===== src/rtl/core/time_series_ramp_detector_defines.svh =====
// Assertion macros for the time series ramp detector.
`ifndef TIME_SERIES_RAMP_DETECTOR_DEFINES_SVH
`define TIME_SERIES_RAMP_DETECTOR_DEFINES_SVH

// Same-cycle implication, disabled during reset.
`define TSRD_ASSERT_NOW(label, clk, rst, ante, cons, msg) \
  label: assert property (@(posedge clk) disable iff (rst) (ante) |-> (cons)) else $error(msg);

// Next-cycle implication, disabled during reset.
`define TSRD_ASSERT_NEXT(label, clk, rst, ante, cons, msg) \
  label: assert property (@(posedge clk) disable iff (rst) (ante) |=> (cons)) else $error(msg);

`endif


===== src/rtl/core/tsrd_pkg.sv =====
// Shared types, constants and functions of the time series ramp detector.
package tsrd_pkg;

  localparam int HIST_DEPTH = 64;
  localparam int ADDR_W     = $clog2(HIST_DEPTH);
  localparam int CNT_W      = ADDR_W + 1;
  localparam int TIME_W     = 32;
  localparam int VAL_W      = 32;
  localparam int STEP_W     = 31;
  localparam int KIND_W     = 3;
  localparam int CHG_W      = 33;
  localparam int STAT_W     = 2;
  localparam int CFG_IDX_W  = 2;
  localparam int CFG_DATA_W = 32;

  localparam logic [CFG_IDX_W-1:0] CFG_EXACT_MODE      = 2'd0;
  localparam logic [CFG_IDX_W-1:0] CFG_STEP_SECONDS    = 2'd1;
  localparam logic [CFG_IDX_W-1:0] CFG_THRESHOLD_KIND  = 2'd2;
  localparam logic [CFG_IDX_W-1:0] CFG_THRESHOLD_LEVEL = 2'd3;

  localparam logic [KIND_W-1:0] KIND_LT = 3'd0;
  localparam logic [KIND_W-1:0] KIND_LE = 3'd1;
  localparam logic [KIND_W-1:0] KIND_EQ = 3'd2;
  localparam logic [KIND_W-1:0] KIND_NE = 3'd3;
  localparam logic [KIND_W-1:0] KIND_GT = 3'd4;
  localparam logic [KIND_W-1:0] KIND_GE = 3'd5;

  localparam logic [STAT_W-1:0] ST_NO_RAMP = 2'd0;
  localparam logic [STAT_W-1:0] ST_RAMP    = 2'd1;
  localparam logic [STAT_W-1:0] ST_MISSING = 2'd2;
  localparam logic [STAT_W-1:0] ST_BAD_CFG = 2'd3;

  localparam logic [STEP_W-1:0] STEP_RESET = 31'd3600;

  typedef struct packed {
    logic              missing;
    logic [VAL_W-1:0]  value;
    logic [TIME_W-1:0] stamp;
  } hist_entry_t;

  typedef struct packed {
    logic              clear;
    logic              exact;
    logic              look_up;
    logic              look_down;
    logic [STEP_W-1:0] step;
    logic [TIME_W-1:0] t_now;
  } tsrd_ctl_t;

  typedef struct packed {
    logic             busy;
    logic             have;
    logic [VAL_W-1:0] base;
  } tsrd_sts_t;

  function automatic logic kind_holds(input logic [KIND_W-1:0] kind,
                                      input logic signed [CHG_W-1:0] diff,
                                      input logic signed [CHG_W-1:0] level);
    logic r;
    unique case (kind)
      KIND_LT: r = diff < level;
      KIND_LE: r = diff <= level;
      KIND_EQ: r = diff == level;
      KIND_NE: r = diff != level;
      KIND_GT: r = diff > level;
      default: r = diff >= level;
    endcase
    return r;
  endfunction

endpackage


===== src/rtl/core/tsrd_base.sv =====
// Baseline search: filters history entries by time offset and keeps min, max or latest.
module tsrd_base
  import tsrd_pkg::*;
(
  input  logic        clk,
  input  logic        rst,
  input  tsrd_ctl_t   ctl,
  input  logic        entry_valid,
  input  hist_entry_t entry,
  output tsrd_sts_t   sts
);

  logic                     s1_vld;
  logic                     s1_hit;
  logic signed [VAL_W-1:0]  s1_val;
  logic                     have;
  logic signed [VAL_W-1:0]  base;
  logic signed [TIME_W:0]   dt;
  logic signed [TIME_W:0]   step_ext;
  logic                     hit;

  always_comb begin
    dt       = $signed({1'b0, ctl.t_now}) - $signed({1'b0, entry.stamp});
    step_ext = $signed({2'b00, ctl.step});
    if (ctl.exact) begin
      hit = !entry.missing && (dt == step_ext);
    end else begin
      hit = !entry.missing && (dt <= step_ext);
    end
  end

  always_ff @(posedge clk) begin
    if (rst) begin
      s1_vld <= 1'b0;
    end else begin
      s1_vld <= entry_valid;
    end
  end

  always_ff @(posedge clk) begin
    s1_hit <= hit;
    s1_val <= $signed(entry.value);
  end

  always_ff @(posedge clk) begin
    if (rst || ctl.clear) begin
      have <= 1'b0;
    end else if (s1_vld && s1_hit) begin
      have <= 1'b1;
    end
  end

  always_ff @(posedge clk) begin
    if (s1_vld && s1_hit) begin
      priority if (ctl.exact || !have) begin
        base <= s1_val;
      end else if (ctl.look_up && (s1_val < base)) begin
        base <= s1_val;
      end else if (ctl.look_down && (s1_val > base)) begin
        base <= s1_val;
      end else begin
        base <= base;
      end
    end
  end

  assign sts.busy = s1_vld;
  assign sts.have = have;
  assign sts.base = base;

endmodule


===== config.mk =====
export PLATFORM = sky130hd
export DESIGN_NAME = tsrd_base
export DESIGN_NICKNAME = d
export VERILOG_FILES = /design/src/rtl/core/time_series_ramp_detector_defines.svh /design/src/rtl/core/tsrd_pkg.sv /design/src/rtl/core/tsrd_base.sv
export SDC_FILE = /design/constraint.sdc
export NUM_CORES = 1
export LEC_CHECK = 0
export BUFFER_PORTS_ARGS = -buffer_cell sky130_fd_sc_hd__buf_4
export CAP_MARGIN = 40
export CORE_MARGIN = 2
export CORE_UTILIZATION = 40
export CTS_BUF_LIST = sky130_fd_sc_hd__clkbuf_4
export DETAILED_ROUTE_END_ITERATION = 6
export PLACE_DENSITY_LB_ADDON = 0.3
export SYNTH_ARGS = -nofsm -noshare
export SYNTH_HDL_FRONTEND = slang
export SYNTH_SLANG_ARGS = --single-unit

===== constraint.sdc =====
create_clock -name clk -period 4.9 [get_ports clk]
set_clock_uncertainty 0.2 [all_clocks]
set_input_delay 0.245 -clock clk [delete_from_list [all_inputs] [get_ports clk]]
set_output_delay 0.245 -clock clk [all_outputs]
set_load 0.01 [all_outputs]

==> results.md <==
* Vias in the first global route at 4688
* Critical path arrival at 4.68 ns
* Outcome: completed
* Top FF cell, synth: dfxtp_1
* Final period utilization at 93.68%
* Synth area leader: ha_1
* Vias at 4690
* FMAX at 0.2178 GHz
* Fin. max-slew vios at 0
* Pleak at 3.670 nW
* Synth Area in Adders at 23.80%
* Post-Synth XOR/XNOR Area at 4.311%
* Die Y at 116.7 um
* WS Path Type: in -> reg
* Post-synth ARST share at 0%
* Core area at 12520 um^2
* Initial antenna violation count at 0
* Synth cell count leaders: 102 x inv_1, 95 x ha_1, 39 x a21oi_1, 35 x dfxtp_1, 33 x a21o_1
* Post-synthesis mux area share at 0.1971%
* Seq cells post-synth at 67
* Initial Util at 40.57%
* Skew-Pair Late Insertion Delay at 0.39 ns
* GRT Total Usage at 19.32%
* Gp weighted congestion at 0.9119
* Final-report hold violation count at 0
* Syn Inst Count at 559
* Layout cell share with drive strength beyond 1 at 24.94%
* Starting DRC count in detailed routing at 210
* CTS tree: done
* Inserted Clock Buffers at 9
* Min Tclk post-route at 4.590 ns
* Area growth from synthesis to layout at 38.58%
* Combinational family with the most area after synthesis: adder cells
* Hold WS at 0.04970 ns
* Average wire per standard cell at 13.68 um
* Slew HR at 66.61%
* Count leader, synth: inv_1
* Most area-consuming cells after synthesis: ha_1 23%, edfxtp_1 19%, dfxtp_1 14%
* CTS Sinks at 67
* Max-cap viol count at 0
* HPWL Detailed at 10.69 mm
* YS warnings at 0
* RSZ-0062 raised after global routing: false
* DRT antenna net count at 0
* Post-synthesis sequential area ratio at 32.72%
* Post-Route WL at 12.99 mm
* Tightest Pin Transition at 0.4997 ns
* Overall die width at 116.7 um
* Yosys cell types at 53
* Diodes inserted at 0
* Detailed Routing Iterations Pass 1 at 5
* Pin count of the biggest net entering global routing at 19
* Critical Path RT at 4.99 ns
* Placement Rows at 41
* Clock Tree Root: clkbuf_4
* Clock Pin Slew Worst Setup and Hold Paths at 0.09 ns
* Ports at 169
* Syn nets at 790
* First-pass GRT wire length at 21.17 mm
* Avg Cell Area, Syn at 9.085 um^2
* Setup TNS at 0 ns
* Input/output buffers at 168
* Vias/cell at 4.937
* Post-synth EDFFs at 32
* # DRC at 0
* Mapped cell area at 5079 um^2
* Simple logic cell fraction of the synthesized area at 12.61%
* Synth Area in Compound Gates at 18.53%
* Layout Nets at 1004
* Crit path launch type: input pin
* Power per Cell Area at 224.5 nW/um^2
* Crit path max fanout at 4
* Synth top area share at 23.40%
* Final setup fails at 0
* CP Capture Type: flip-flop
* Worst hold-check path type: in -> reg
* Grt total ovfl at 0
* H-tree Lvls at 3
* Max clock buf depth at 2
* VDD IR max at 0.09046 mV
* Die Area at 13610 um^2
state kept, by name, indices dropped and copies added, names as in the netlist:
register	count
base	32
s1_vld	1
s1_hit	1
have	1
s1_val	32
cells in the final DEF, fill, tap and decap left out, types with 4 or more instances in the layout:
master	n
xnor2_1	15
buf_4	170
nor3_1	9
dlygate4sd3_1	35
o211ai_1	4
nand2_1	29
dfxtp_1	35
o21ai_0	17
a211oi_1	5
xor2_1	10
nor3b_1	4
nand4_1	16
a21oi_1	39
nor2b_1	6
ha_1	95
o21a_1	12
edfxtp_1	32
inv_1	102
nor2_1	31
nand3_1	12
a21o_1	33
clkbuf_4	10
cell families (layout without fill, tap and decap cells):
kind of cell | after synthesis | in the layout
XOR/XNOR | 25 | 25
buffers and inverters | 104 | 323
adder cells (fa/ha/maj) | 96 | 96
multiplexers | 1 | 1
AO/OA/AOI/OAI | 139 | 139
flip-flops | 67 | 67
AND/OR/NAND/NOR | 127 | 127
layer usage:
metal | global-route usage (%) | share of wire, %
met5 | 0 | 0
met3 | 4.567 | 5.7
met2 | 34.49 | 49
met1 | 23.71 | 44
met4 | 4.078 | 1.2
repair_timing:
action,CTS,global route
buffers inserted,0,0
endpoints found under the hold margin,34,0
gates resized for setup,0,1
hold buffers,35,0
setup endpoints to repair,0,1
power by group:
group          total [mW]  switching (mW)  leakage (nW)  internal, mW
Clock               0.340           0.182        0.0752         0.158
Sequential          0.641          0.0178         0.586         0.623
Combinational       0.599           0.294          3.01         0.305
worst max-delay path, stage by stage:
cell and delay [ns]:
buf_4 0.08, inv_1 0.03, ha_1 0.24, fa_1 0.41, nor2b_1 0.17, o2111ai_1 0.14
a31oi_1 0.37, a41o_1 0.36, o21ai_1 0.13, o31ai_1 0.20, a21oi_1 0.11, xnor2_1 0.14
ha_1 0.30, a21o_1 0.18, a21o_1 0.18, a2111oi_1 0.53, o211ai_1 0.21, a211oi_1 0.22
or3_1 0.17, a21oi_1 0.07, o221ai_1 0.19
area by class of cell:
class	instances	area, um^2
Timing Repair Buffer	205	1627
Inverter	102	382.9
Clock inverter	6	56.30
Tap cell	172	215.2
Sequential cell	67	1662
Multi-Input combinational cell	388	3020
Fill cell	1164	5479
Clock buffer	10	75.07
path summary, 6_finish.rpt:
kind                             end  slack, ns  cells past startpoint               start
setup / recovery      s1_hit$_DFF_P_       0.31                     21              ctl[0]
hold / removal        s1_hit$_DFF_P_       0.05                      4           entry[64]
setup reg to reg  base[11]$_DFFE_PP_       1.97                     10  base[25]$_DFFE_PP_
hold reg to reg    base[2]$_DFFE_PP_       0.23                      0   s1_val[2]$_DFF_P_
per-stage QoR:
step / power [mW] / util, % / worst slack, ns / instance area (um^2) / std cells
floorplan: 1.017 / - / 0.6907 / 5079 / 559
global placement: 1.206 / 52.37 / 0.1699 / 6555 / 899
detailed placement: 1.222 / 52.37 / -0.05911 / 6555 / 899
CTS: 1.592 / 56.22 / 0.3364 / 7037 / 950
global route: 1.699 / 56.23 / 0.007930 / 7038 / 950
finish: 1.580 / 56.23 / 0.3095 / 7038 / 950
Power figures use the tool's default switching activity.
